File: src/rtl/trh_pkg.sv
// ----------------------------------------------------------------------------
// trh_pkg
// Shared types and constants for the room heat step block: register indexes,
// command codes, configuration bundle and result bundle.
// ----------------------------------------------------------------------------
`default_nettype none

package trh_pkg;

  localparam int CFG_DATA_W = 24;
  localparam int CFG_IDX_W  = 3;
  localparam int TEMP_W     = 16;
  localparam int DB_W       = 15;
  localparam int POWER_W    = 16;
  localparam int COEF_W     = 16;
  localparam int GAIN_W     = 24;
  localparam int MINUTE_W   = 11;
  localparam int ENERGY_W   = 27;

  localparam logic [ENERGY_W-1:0] ENERGY_MAX = {ENERGY_W{1'b1}};

  typedef enum logic [CFG_IDX_W-1:0] {
    REG_SET_TEMP      = 3'd0,
    REG_DEADBAND      = 3'd1,
    REG_HEATER_POWER  = 3'd2,
    REG_THERMO_EN     = 3'd3,
    REG_OUTSIDE_TEMP  = 3'd4,
    REG_DECAY_COEFF   = 3'd5,
    REG_HEAT_GAIN     = 3'd6,
    REG_INTERVAL_MIN  = 3'd7
  } reg_idx_t;

  typedef enum logic {
    CMD_ADVANCE = 1'b0,
    CMD_LOAD    = 1'b1
  } cmd_t;

  typedef struct packed {
    logic signed [TEMP_W-1:0] set_temp;
    logic [DB_W-1:0]          deadband;
    logic [POWER_W-1:0]       heater_power;
    logic                     thermostat_enabled;
    logic signed [TEMP_W-1:0] outside_temp;
    logic [COEF_W-1:0]        decay_coeff;
    logic [GAIN_W-1:0]        heat_gain;
    logic [MINUTE_W-1:0]      interval_minutes;
  } cfg_t;

  typedef struct packed {
    logic                     heater_on;
    logic [POWER_W-1:0]       power_out;
    logic signed [TEMP_W-1:0] room_temp;
    logic [ENERGY_W-1:0]      interval_energy;
    logic [POWER_W-1:0]       interval_peak;
    logic [MINUTE_W-1:0]      peak_minute;
    logic                     interval_done;
  } res_t;

endpackage

`default_nettype wire

File: src/rtl/trh_cfg.sv
// ----------------------------------------------------------------------------
// trh_cfg
// Configuration register file, written through a plain index/data port.
// ----------------------------------------------------------------------------
`default_nettype none

module trh_cfg
  import trh_pkg::*;
(
  input  wire logic                  clk,
  input  wire logic                  rst_n,
  input  wire logic                  we,
  input  wire logic [CFG_IDX_W-1:0]  index,
  input  wire logic [CFG_DATA_W-1:0] wdata,
  output cfg_t                       cfg
);

  cfg_t cfg_r;

  always_ff @(posedge clk) begin
    if (!rst_n) begin
      cfg_r.set_temp           <= 16'sd5376;
      cfg_r.deadband           <= 15'd576;
      cfg_r.heater_power       <= 16'd1500;
      cfg_r.thermostat_enabled <= 1'b1;
      cfg_r.outside_temp       <= 16'sd2560;
      cfg_r.decay_coeff        <= 16'd65455;
      cfg_r.heat_gain          <= 24'd2000;
      cfg_r.interval_minutes   <= 11'd15;
    end else if (we) begin
      unique case (reg_idx_t'(index))
        REG_SET_TEMP:     cfg_r.set_temp           <= $signed(wdata[TEMP_W-1:0]);
        REG_DEADBAND:     cfg_r.deadband           <= wdata[DB_W-1:0];
        REG_HEATER_POWER: cfg_r.heater_power       <= wdata[POWER_W-1:0];
        REG_THERMO_EN:    cfg_r.thermostat_enabled <= wdata[0];
        REG_OUTSIDE_TEMP: cfg_r.outside_temp       <= $signed(wdata[TEMP_W-1:0]);
        REG_DECAY_COEFF:  cfg_r.decay_coeff        <= wdata[COEF_W-1:0];
        REG_HEAT_GAIN:    cfg_r.heat_gain          <= wdata[GAIN_W-1:0];
        REG_INTERVAL_MIN: cfg_r.interval_minutes   <= wdata[MINUTE_W-1:0];
        default:          cfg_r.set_temp           <= cfg_r.set_temp;
      endcase
    end
  end

  assign cfg = cfg_r;

endmodule

`default_nettype wire

File: src/rtl/trh_core.sv
// ----------------------------------------------------------------------------
// trh_core
// Room state, temperature load and one-minute step: hysteresis flag, thermal
// update with rounding and saturation, interval energy and peak tracking.
// ----------------------------------------------------------------------------
`default_nettype none

module trh_core
  import trh_pkg::*;
(
  input  wire logic                     clk,
  input  wire logic                     rst_n,
  input  wire cfg_t                     cfg,
  input  wire logic                     step_en,
  input  wire logic                     cmd,
  input  wire logic signed [TEMP_W-1:0] load_temp,
  output res_t                          res
);

  logic                     flag_r,   flag_nxt;
  logic signed [TEMP_W-1:0] temp_r,   temp_nxt;
  logic [MINUTE_W-1:0]      minute_r, minute_nxt;
  logic [ENERGY_W-1:0]      energy_r, energy_nxt;
  logic [POWER_W-1:0]       peak_r,   peak_nxt;
  logic [MINUTE_W-1:0]      ptime_r,  ptime_nxt;

  logic signed [TEMP_W+1:0] above, below, db_s;
  logic                     adv_flag;
  logic [POWER_W-1:0]       power;
  logic [COEF_W:0]          inv_decay;
  logic signed [32:0]       p_room;
  logic signed [33:0]       p_out;
  logic [GAIN_W+POWER_W-1:0] p_heat;
  logic signed [42:0]       acc;
  logic signed [26:0]       rnd;
  logic signed [TEMP_W-1:0] adv_temp;
  logic [ENERGY_W-1:0]      base_energy;
  logic [POWER_W-1:0]       base_peak;
  logic [MINUTE_W-1:0]      base_ptime;
  logic [ENERGY_W:0]        energy_sum;
  logic [ENERGY_W-1:0]      adv_energy;
  logic [POWER_W-1:0]       adv_peak;
  logic [MINUTE_W-1:0]      adv_ptime, minute_inc;
  logic                     adv_done;

  always_comb begin
    // hysteresis on the current temperature
    above    = 18'(temp_r) - 18'(cfg.set_temp);
    below    = 18'(cfg.set_temp) - 18'(temp_r);
    db_s     = $signed({3'b000, cfg.deadband});
    adv_flag = flag_r;
    if (flag_r && (above > db_s)) adv_flag = 1'b0;
    if (!flag_r && (below > db_s)) adv_flag = 1'b1;
    power = (adv_flag || !cfg.thermostat_enabled) ? cfg.heater_power : '0;

    // thermal model in Q.24
    inv_decay = 17'h10000 - {1'b0, cfg.decay_coeff};
    p_room    = $signed({1'b0, cfg.decay_coeff}) * temp_r;
    p_out     = $signed({1'b0, inv_decay}) * cfg.outside_temp;
    p_heat    = cfg.heat_gain * power;
    acc       = 43'(p_room) + 43'(p_out) + $signed({3'b000, p_heat}) + 43'sd32768;
    rnd       = acc[42:16];
    if (rnd > 27'sd32767)       adv_temp = 16'sh7fff;
    else if (rnd < -27'sd32768) adv_temp = 16'sh8000;
    else                        adv_temp = rnd[TEMP_W-1:0];

    // interval accumulators clear at the first minute
    base_energy = (minute_r == '0) ? '0 : energy_r;
    base_peak   = (minute_r == '0) ? '0 : peak_r;
    base_ptime  = (minute_r == '0) ? '0 : ptime_r;
    energy_sum  = {1'b0, base_energy} + (ENERGY_W+1)'(power);
    adv_energy  = energy_sum[ENERGY_W] ? ENERGY_MAX : energy_sum[ENERGY_W-1:0];
    minute_inc  = minute_r + 11'd1;
    adv_peak    = base_peak;
    adv_ptime   = base_ptime;
    if (power > base_peak) begin
      adv_peak  = power;
      adv_ptime = minute_inc;
    end
    adv_done = (minute_inc >= cfg.interval_minutes) || (minute_inc == '0);

    flag_nxt   = flag_r;
    temp_nxt   = temp_r;
    minute_nxt = minute_r;
    energy_nxt = energy_r;
    peak_nxt   = peak_r;
    ptime_nxt  = ptime_r;
    unique case (cmd_t'(cmd))
      CMD_LOAD: begin
        temp_nxt = load_temp;
        res.power_out     = '0;
        res.interval_done = 1'b0;
      end
      CMD_ADVANCE: begin
        flag_nxt   = adv_flag;
        temp_nxt   = adv_temp;
        minute_nxt = adv_done ? '0 : minute_inc;
        energy_nxt = adv_energy;
        peak_nxt   = adv_peak;
        ptime_nxt  = adv_ptime;
        res.power_out     = power;
        res.interval_done = adv_done;
      end
      default: begin
        res.power_out     = '0;
        res.interval_done = 1'b0;
      end
    endcase
    res.heater_on       = flag_nxt;
    res.room_temp       = temp_nxt;
    res.interval_energy = energy_nxt;
    res.interval_peak   = peak_nxt;
    res.peak_minute     = ptime_nxt;
  end

  always_ff @(posedge clk) begin
    if (!rst_n) begin
      flag_r   <= 1'b0;
      temp_r   <= 16'sd5376;
      minute_r <= '0;
      energy_r <= '0;
      peak_r   <= '0;
      ptime_r  <= '0;
    end else if (step_en) begin
      flag_r   <= flag_nxt;
      temp_r   <= temp_nxt;
      minute_r <= minute_nxt;
      energy_r <= energy_nxt;
      peak_r   <= peak_nxt;
      ptime_r  <= ptime_nxt;
    end
  end

  // a recorded peak always has a nonzero minute and vice versa
  a_peak_time_pairs: assert property (@(posedge clk) disable iff (!rst_n)
    (peak_r == '0) == (ptime_r == '0))
    else $error("peak power and peak minute disagree");

  // the minute counter never sits at or past a nonzero interval end after a step
  a_minute_wraps: assert property (@(posedge clk) disable iff (!rst_n)
    step_en && (cmd_t'(cmd) == CMD_ADVANCE) && adv_done |=> (minute_r == '0))
    else $error("minute counter did not return to zero at interval end");

  // load leaves the interval bookkeeping alone
  a_load_keeps_state: assert property (@(posedge clk) disable iff (!rst_n)
    step_en && (cmd_t'(cmd) == CMD_LOAD) |=> $stable(minute_r) && $stable(energy_r)
    && $stable(flag_r))
    else $error("load request disturbed interval state");

endmodule

`default_nettype wire

File: src/rtl/thermostat_room_heat_step.sv
// ----------------------------------------------------------------------------
// thermostat_room_heat_step
// Thermostat-controlled room heater, one simulated minute per advance request,
// with interval energy and peak accounting.
// ----------------------------------------------------------------------------
//   channel | ports                                   | direction
//   in      | in_valid, in_stall, in_command, in_load_temp | request in
//   out     | out_valid, out_stall, out_* result fields    | result out
//   cfg     | cfg_we, cfg_index, cfg_wdata                 | register write
//
// one request per cycle while out_stall is low; results are registered;
// three multiplies (17x16, 18x16, 24x16) feed a four-term add
// synchronous active-low reset restores valid flags, config and core state
// in_stall rises only when the input register is full and the result
// register is held by out_stall
`default_nettype none

module thermostat_room_heat_step
  import trh_pkg::*;
(
  input  wire logic                      clk,
  input  wire logic                      rst_n,
  input  wire logic                      cfg_we,
  input  wire logic [CFG_IDX_W-1:0]      cfg_index,
  input  wire logic [CFG_DATA_W-1:0]     cfg_wdata,
  input  wire logic                      in_valid,
  output logic                           in_stall,
  input  wire logic                      in_command,
  input  wire logic signed [TEMP_W-1:0]  in_load_temp,
  output logic                           out_valid,
  input  wire logic                      out_stall,
  output logic                           out_heater_on,
  output logic [POWER_W-1:0]             out_power_out,
  output logic signed [TEMP_W-1:0]       out_room_temp,
  output logic [ENERGY_W-1:0]            out_interval_energy,
  output logic [POWER_W-1:0]             out_interval_peak,
  output logic [MINUTE_W-1:0]            out_peak_minute,
  output logic                           out_interval_done
);

  cfg_t cfg_q;
  res_t res, res_r;

  logic                     s1_valid_r, s1_valid_nxt;
  logic                     s1_cmd_r;
  logic signed [TEMP_W-1:0] s1_load_r;
  logic                     out_valid_r, out_valid_nxt;
  logic                     out_free, s1_adv, in_take;

  trh_cfg u_cfg (
    .clk   (clk),
    .rst_n (rst_n),
    .we    (cfg_we),
    .index (cfg_index),
    .wdata (cfg_wdata),
    .cfg   (cfg_q)
  );

  trh_core u_core (
    .clk       (clk),
    .rst_n     (rst_n),
    .cfg       (cfg_q),
    .step_en   (s1_adv),
    .cmd       (s1_cmd_r),
    .load_temp (s1_load_r),
    .res       (res)
  );

  assign out_free = !out_valid_r || !out_stall;
  assign s1_adv   = s1_valid_r && out_free;
  assign in_stall = s1_valid_r && !out_free;
  assign in_take  = in_valid && !in_stall;

  always_comb begin
    s1_valid_nxt  = in_take ? 1'b1 : (s1_adv ? 1'b0 : s1_valid_r);
    out_valid_nxt = s1_adv ? 1'b1 : (out_valid_r && out_stall);
  end

  always_ff @(posedge clk) begin
    if (!rst_n) begin
      s1_valid_r  <= 1'b0;
      out_valid_r <= 1'b0;
    end else begin
      s1_valid_r  <= s1_valid_nxt;
      out_valid_r <= out_valid_nxt;
    end
  end

  always_ff @(posedge clk) begin
    if (in_take) begin
      s1_cmd_r  <= in_command;
      s1_load_r <= in_load_temp;
    end
    if (s1_adv) begin
      res_r <= res;
    end
  end

  assign out_valid           = out_valid_r;
  assign out_heater_on       = res_r.heater_on;
  assign out_power_out       = res_r.power_out;
  assign out_room_temp       = res_r.room_temp;
  assign out_interval_energy = res_r.interval_energy;
  assign out_interval_peak   = res_r.interval_peak;
  assign out_peak_minute     = res_r.peak_minute;
  assign out_interval_done   = res_r.interval_done;

  // a staged request always lands in the result register when it is free
  a_stage_moves: assert property (@(posedge clk) disable iff (!rst_n)
    s1_valid_r && out_free |=> out_valid_r)
    else $error("staged request was not moved to the result register");

  // stall back-pressure only when the input register is occupied
  a_stall_needs_item: assert property (@(posedge clk) disable iff (!rst_n)
    in_stall |-> s1_valid_r && out_valid_r)
    else $error("input stalled with room to spare");

  // heat only flows when the flag or a disabled thermostat allows it
  a_power_gated: assert property (@(posedge clk) disable iff (!rst_n)
    out_valid_r && (res_r.power_out != '0) |-> res_r.heater_on
    || !cfg_q.thermostat_enabled)
    else $error("power reported while thermostat flag is off");

endmodule

`default_nettype wire
File: config.mk
export PLATFORM = sky130hd
export DESIGN_NAME = thermostat_room_heat_step
export DESIGN_NICKNAME = d
export VERILOG_FILES = /design/src/rtl/trh_pkg.sv /design/src/rtl/trh_cfg.sv /design/src/rtl/trh_core.sv /design/src/rtl/thermostat_room_heat_step.sv
export SDC_FILE = /design/constraint.sdc
export NUM_CORES = 2
export LEC_CHECK = 0
export BUFFER_PORTS_ARGS = -buffer_cell sky130_fd_sc_hd__buf_4
export CAP_MARGIN = 15
export CORE_MARGIN = 1.5
export CORE_UTILIZATION = 55
export DETAILED_ROUTE_END_ITERATION = 16
export GPL_TIMING_DRIVEN = 1
export PLACE_DENSITY = 0.8
export SLEW_MARGIN = 20
export SYNTH_ARGS = -nofsm -noshare
export SYNTH_HDL_FRONTEND = slang
export SYNTH_SLANG_ARGS = --single-unit
File: constraint.sdc
create_clock -name clk -period 24.6 [get_ports clk]
set_input_delay 2.46 -clock clk [delete_from_list [all_inputs] [get_ports clk]]
set_output_delay 2.46 -clock clk [all_outputs]
set_load 0.02 [all_outputs]
# After elaboration in Yosys (flattened, before gate mapping)
# Index checks and enable logic that the tools add are counted.
# W data, S select, Z words.
word_totals:
  out_inout_bits: 90
  inputBits: 49
  ff_bits: 304
  wordCells: 100
classes:
  reduce_logical: 28
  n_addsub: 8
  n_mux: 22
  n_bitwise: 1
  multipliers: 3
  n_lt_le_gt_ge: 6
  n_eq_ne: 7
op_table:
  columns: ["op", "count"]
  rows:
  - ["$mux W16", 6]
  - ["$mux W27", 3]
  - ["$pmux W16 S2", 2]
  - ["$mux W11", 4]
  - ["$add A43 B17 Y43 const B", 1]
  - ["$add A43 B41 Y43", 1]
  - ["$mul A24 B16 Y40", 1]
  - ["$gt A18 B16 Y1", 2]
  - ["$add A33 B34 Y35", 1]
  - ["$mul A18 B16 Y34", 1]
  - ["$sub A16 B16 Y17", 2]
  - ["$mul A17 B16 Y33", 1]
  - ["$add A27 B16 Y28", 1]
  - ["$gt A27 B16 Y1 const B", 1]
  - ["$lt A27 B16 Y1 const B", 1]
  - ["$logic_not A11 Y1", 2]
  - ["$reduce_and A2 Y1", 9]
  - ["$sub A17 B16 Y17 const A", 1]
  - ["$gt A16 B16 Y1", 1]
  - ["$eq A3 B3 Y1 const B", 4]
  - ["$add A11 B1 Y11 const B", 1]
  - ["$ge A11 B11 Y1", 1]
  - ["$eq A3 B2 Y1 const B", 2]
  - ["$logic_and A1 B1 Y1", 6]
  - ["other kinds (8)", 20]

# Longest topological paths before layout
depth:
  ltp_word: 14
  depth_mapped: 66

# Hierarchy
# From an unflattened synthesis, not the netlist that was laid out.
unflattened:
  hier_cells: 5465
  area_unflattened_um2: 48983.2
modules_own_cells:
  columns: ["mod", "n_inst", "cells_each", "area_per_inst_um2", "seq_area_each_um2"]
  rows:
  - ["trh_core", 1, 4922, 41284.6, 1641.6]
  - ["trh_cfg", 1, 430, 4461.8, 2302.2]
  - ["thermostat_room_heat_step", 1, 113, 3236.9, 3193.1]

# Worst setup path after synthesis
# Ideal clock, no wire load.
synth_path:
  path_type: "register to register"
  start: "register u_core.temp_r[3]"
  end: "register u_core.temp_r[3]"
  required_time_ns: 24.340
  path_stages_with_launch: 62
  setup_ns: 0.260
  period_less_slack_ns: 13.501
  n_path_buf: 6
  arrival_ns: 13.240
  setup_slack_ns: 11.099
  path_cell_list: "dfxtp_1 > ha_1 > buf_2 > and2_1 > a22o_1 > or2_2 > o21a_1 > o21ai_0 > nand2_1 > a21oi_1 > o21bai_1 > xor2_1 > ha_1 > nand4_1 > nor4_1 > o21bai_1 > o21ai_0 > nor4_1 > (+26 left out) > o2111ai_1 > or3_1 > a31o_2 > xor2_1 > ha_1 > ha_1 > clkbuf_1 > a21o_1 > a21o_1 > a21o_1 > or3_1 > o21bai_1 > mux2i_1 > nor4_1 > a32oi_2 > buf_6 > a21oi_2 > o32ai_1"
synth_via:
  elab_chain_len: 14
synth_rtl:
  columns: ["item", "line", "source"]
  rows:
  - ["start, declared", "trh_core.sv:21", "logic signed [TEMP_W-1:0] temp_r, temp_nxt;"]
  - ["start signal, assigned", "trh_core.sv:126", "temp_r <= temp_nxt;"]
  - ["$sub A16 B16 Y17", "trh_core.sv:48", "above = 18'(temp_r) - 18'(cfg.set_temp);"]
  - ["$gt A18 B16 Y1", "trh_core.sv:52", "if (flag_r && (above > db_s)) adv_flag = 1'b0;"]
  - ["$logic_and A1 B1 Y1", "trh_core.sv:52", null]
  - ["$mux W1", "trh_core.sv:52", null]
  - ["$mux W1", "trh_core.sv:53", "if (!flag_r && (below > db_s)) adv_flag = 1'b1;"]
  - ["$logic_or A1 B1 Y1", "trh_core.sv:54", "power = (adv_flag || !cfg.thermostat_enabled) ? cfg.heater_power : '0;"]
  - ["$mux W16", "trh_core.sv:54", null]
  - ["$mul A24 B16 Y40", "trh_core.sv:60", "p_heat = cfg.heat_gain * power;"]
  - ["$add A43 B41 Y43 *", "trh_core.sv:61", "acc = 43'(p_room) + 43'(p_out) + $signed({3'b000, p_heat}) + 43'sd32768;"]
  - ["$add A43 B17 Y43 *", "trh_core.sv:61", null]
  - ["$lt A27 B16 Y1", "trh_core.sv:64", "else if (rnd < -27'sd32768) adv_temp = 16'sh8000;"]
  - ["$mux W16", "trh_core.sv:64", null]
  - ["$mux W16 *", "trh_core.sv:63", "if (rnd > 27'sd32767) adv_temp = 16'sh7fff;"]
  - ["$pmux W16 S2 *", "trh_core.sv:88", "unique case (cmd_t'(cmd))"]
# Every way passes the cells marked *; elsewhere a longest branch is shown, timed or not.
# A chain may end at the register's enable or synchronous reset.

==> qor.log <==
[run_status] outcome complete, no violations
[yosys] synthesized area 0.04891 mm^2
[global_routing] number of antenna violations at the first check in global routing 17
[clock_tree] Clock Path Buffers 3
[yosys] library cell with the highest instance count after synthesis inv_1
[critical_path] worst-case register-to-register setup slack 8.25 ns
[clock_tree] setup repair bufs after CTS 0
[job] number of maximum-capacitance constraint violations 0
[timing] final-report max-slew violation count 0
[yosys] Yosys warnings 0
[timing] Slew HR 22.01%
[place] I/O Buffers 138
[route] DRC violations left 0
[yosys] Post-synth EDFFs 105
[yosys] synthesized area per cell 8.672 um^2
[critical_path] type of the setup path with the least slack flip-flop to flip-flop
[clock_tree] H-Tree Level Count 1
[layout] fraction of layout instances using a drive strength above 1 5.298%
[yosys] area share of the largest cell type after synthesis 31.72%
[route] routed length per placed instance 21.53 um
[global_routing] global-route wire length before repair 227.8 mm
[yosys] cell types occupying the most area after synthesis fa_1 32%, ha_1 14%, dfxtp_1 8.1%
[yosys] count of mapped cells out of synthesis 5640
[clock_tree] worst-skew pair later-pin latency 0.58 ns
[floorplanning] core region area 0.08824 mm^2
[layout] number of filler cells placed in the layout 7512
[critical_path] kind of start point of the critical path flip-flop
[yosys] Net Count, Synth 6994
[global_routing] number of global-route vias before repair 40310
[timing] total negative setup slack 0 ns
[floorplanning] area of the die 0.09072 mm^2
[route] total via count in the routed design 39720
[place] hpwl dp 114.8 mm
[yosys] share of flip-flops with an asynchronous set or reset after synthesis 0%
[clock_tree] Post-CTS Hold Buffers 0
[clock_tree] TritonCTS buffer count 31
[clock_tree] clock root buffer clkbuf_16
[place] routability congestion estimate 0.9805
[route] Antenna Nets Post-Route 0
[yosys] share of the yosys chip area belonging to registers 14.59%
[global_routing] total overflow reported by the global router 0
[timing] min Tclk post-route 16.35 ns
[route] Avg Vias per Cell 5.879
[layout] area growth from synthesis to layout 6.135%
[layout] fin nets 6917
[yosys] post-synthesis register bit count 304
[min_path] class of the most critical hold timing path flip-flop to flip-flop
[floorplanning] Row Count 109
[critical_path] data arrival at the endpoint of the critical path 16.78 ns
[timing] Slew @ Worst Pin 1.170 ns
[timing] Hold Fails Final Rpt 0
[clock_tree] CTS tree yes
[floorplanning] die extent in x 301.2 um
[timing] setup repair after global routing missed its margin false
[yosys] number of distinct library cells after synthesis 85
[timing] achievable clock frequency 61.16 MHz
[global_routing] total routing usage reported by global routing 32.42%
[critical_path] required time of the critical path 25.03 ns
[timing] Fin Clk Skew 0.01023 ns
[clock_tree] clock slew at reported path FFs 0.07 ns
[clock_tree] number of sinks on the clock net 304
[yosys] Most used DFF post-synth dfxtp_1
[yosys] Commonest cells post-synth 1056 x inv_1, 880 x nand2_1, 775 x fa_1, 530 x ha_1, 275 x a21oi_1
[yosys] Synth area leader fa_1
[critical_path] worst stage delay on the critical path 0.95 ns
[route] number of iterations in the first detailed-routing pass 6
[route] total wirelength of the detailed-routed design 145.4 mm
[floorplanning] io pins 139
[critical_path] category of the worst setup path capture point flip-flop
[critical_path] slowest CP cell and2_1
[floorplanning] Die Height 301.2 um
[timing] fin crit share 66.47%
[critical_path] worst-path maximum fanout 77
[clock_tree] post-cts gate resize count 0
[global_routing] maximum number of pins on one net before global-route repair 120
[timing] number of setup violations in the final report 0
[route] number of violations reported at the end of detailed-routing iteration 0 3705
[floorplanning] initial standard-cell utilization of the core 55.43%
## final timing paths
check,startpoint,endpoint,depth (start not counted)
setup / recovery,u_core.temp_r[4]$_SDFFE_PN0P_,out_room_temp[11]$_DFFE_PP_,53
hold / removal,u_cfg.cfg[91]$_SDFFE_PN0P_,u_cfg.cfg[91]$_SDFFE_PN0P_,2
setup reg to reg,u_core.temp_r[4]$_SDFFE_PN0P_,out_room_temp[11]$_DFFE_PP_,53
hold reg to reg,u_cfg.cfg[91]$_SDFFE_PN0P_,u_cfg.cfg[91]$_SDFFE_PN0P_,2
## layout by cell type (no fill, tap or decap), drive strengths merged, types with 6 or more instances in the layout
cell type,synthesis,routed
nor2b,37,37
a22oi,30,30
a21boi,8,8
and3,197,197
fa,775,775
inv,1057,1064
a21o,72,72
o32ai,12,12
nor2,191,191
clkinv,1,8
dfxtp,199,199
and4,6,6
or2,6,6
a211oi,31,31
a21oi,280,280
o211ai,30,30
nand3,78,78
o21ai,114,114
buf,35,185
nand2b,43,43
a41oi,6,6
nand2,880,880
edfxtp,105,105
xor2,51,51
o31ai,10,10
xnor2,96,96
or3,17,17
nor4,22,22
ha,530,530
a2111oi,8,8
o21a,29,29
nor3,68,68
nand4,28,28
o21bai,17,17
and2,190,190
a22o,28,28
clkbuf,260,39
a31oi,24,24
## registers in the layout, indices dropped and copies added, names as in the netlist
name and count:
out_heater_on 1, out_interval_done 1, out_interval_energy 27, out_interval_peak 16, out_peak_minute 11, out_power_out 16, out_room_temp 16, out_valid 1
s1_cmd_r 1, s1_load_r 16, s1_valid_r 1, u_cfg.cfg 115, u_core.energy_r 27, u_core.flag_r 1, u_core.minute_r 11, u_core.peak_r 16
u_core.ptime_r 11, u_core.temp_r 16
## critical path, delay by kind of cell (launching register included)
kind            cells  cell delay (ns)
mux                 1             0.31
buf+inv             3             0.14
flops               1             0.76
xor+xnor            2             0.35
simple gates        9             3.10
fa+ha+maj          11             4.91
compound gates     27             6.56
## per-layer routing
| metal | global-route usage, % | share of wire (%) |
|---|---|---|
| met2 | 50.48 | 44 |
| met3 | 7.867 | 11 |
| met1 | 42.64 | 39 |
| met5 | 0 | 0.12 |
| met4 | 15.18 | 5.5 |
## per-stage QoR
| step | util (%) | hold slack (ns) | instances | setup slack (ns) | cell area [um^2] |
|---|---|---|---|---|---|
| after CTS | 58.80 | 0.4559 | 6752 | 8.490 | 51880 |
| final | 58.83 | 0.4545 | 6755 | 8.249 | 51910 |
| after global routing | 58.82 | 0.4718 | 6752 | 7.147 | 51900 |
| after global placement | 57.53 | 0.4422 | 6694 | 8.861 | 50770 |
| after detailed placement | 57.55 | 0.4465 | 6695 | 8.572 | 50780 |
| after floorplan | - | 0.4363 | 5640 | 11.10 | 48910 |
## final cells by class
cell class | count | area [um^2] | area share (%)
Timing Repair Buffer | 185 | 1393 | 2.683
Antenna cell | 3 | 7.507 | 0.01446
Clock inverter | 18 | 215.2 | 0.4146
Clock buffer | 39 | 888.4 | 1.711
Multi-Input combinational cell | 3983 | 36840 | 70.96
Tap cell | 1165 | 1458 | 2.808
Sequential cell | 304 | 7137 | 13.75
Inverter | 1058 | 3976 | 7.660
## kinds of logic (layout without fill, tap and decap cells)
group	count (synthesis)	in the layout	share of synthesized area (%)
and+or+nand+nor	1778	1778	17.01
buffers and inverters	1353	1300	10.46
adders and majority gates	1305	1305	45.28
AOI/OAI and AO/OA	751	751	9.990
DFF	304	304	14.59
xor gates and xnor gates	147	147	2.632
muxes	2	2	0.04349
other	0	3	0
Power is left out: the tool's default activity adds up to more than one toggle a clock period on the data nets, which glitch-free logic cannot reach.
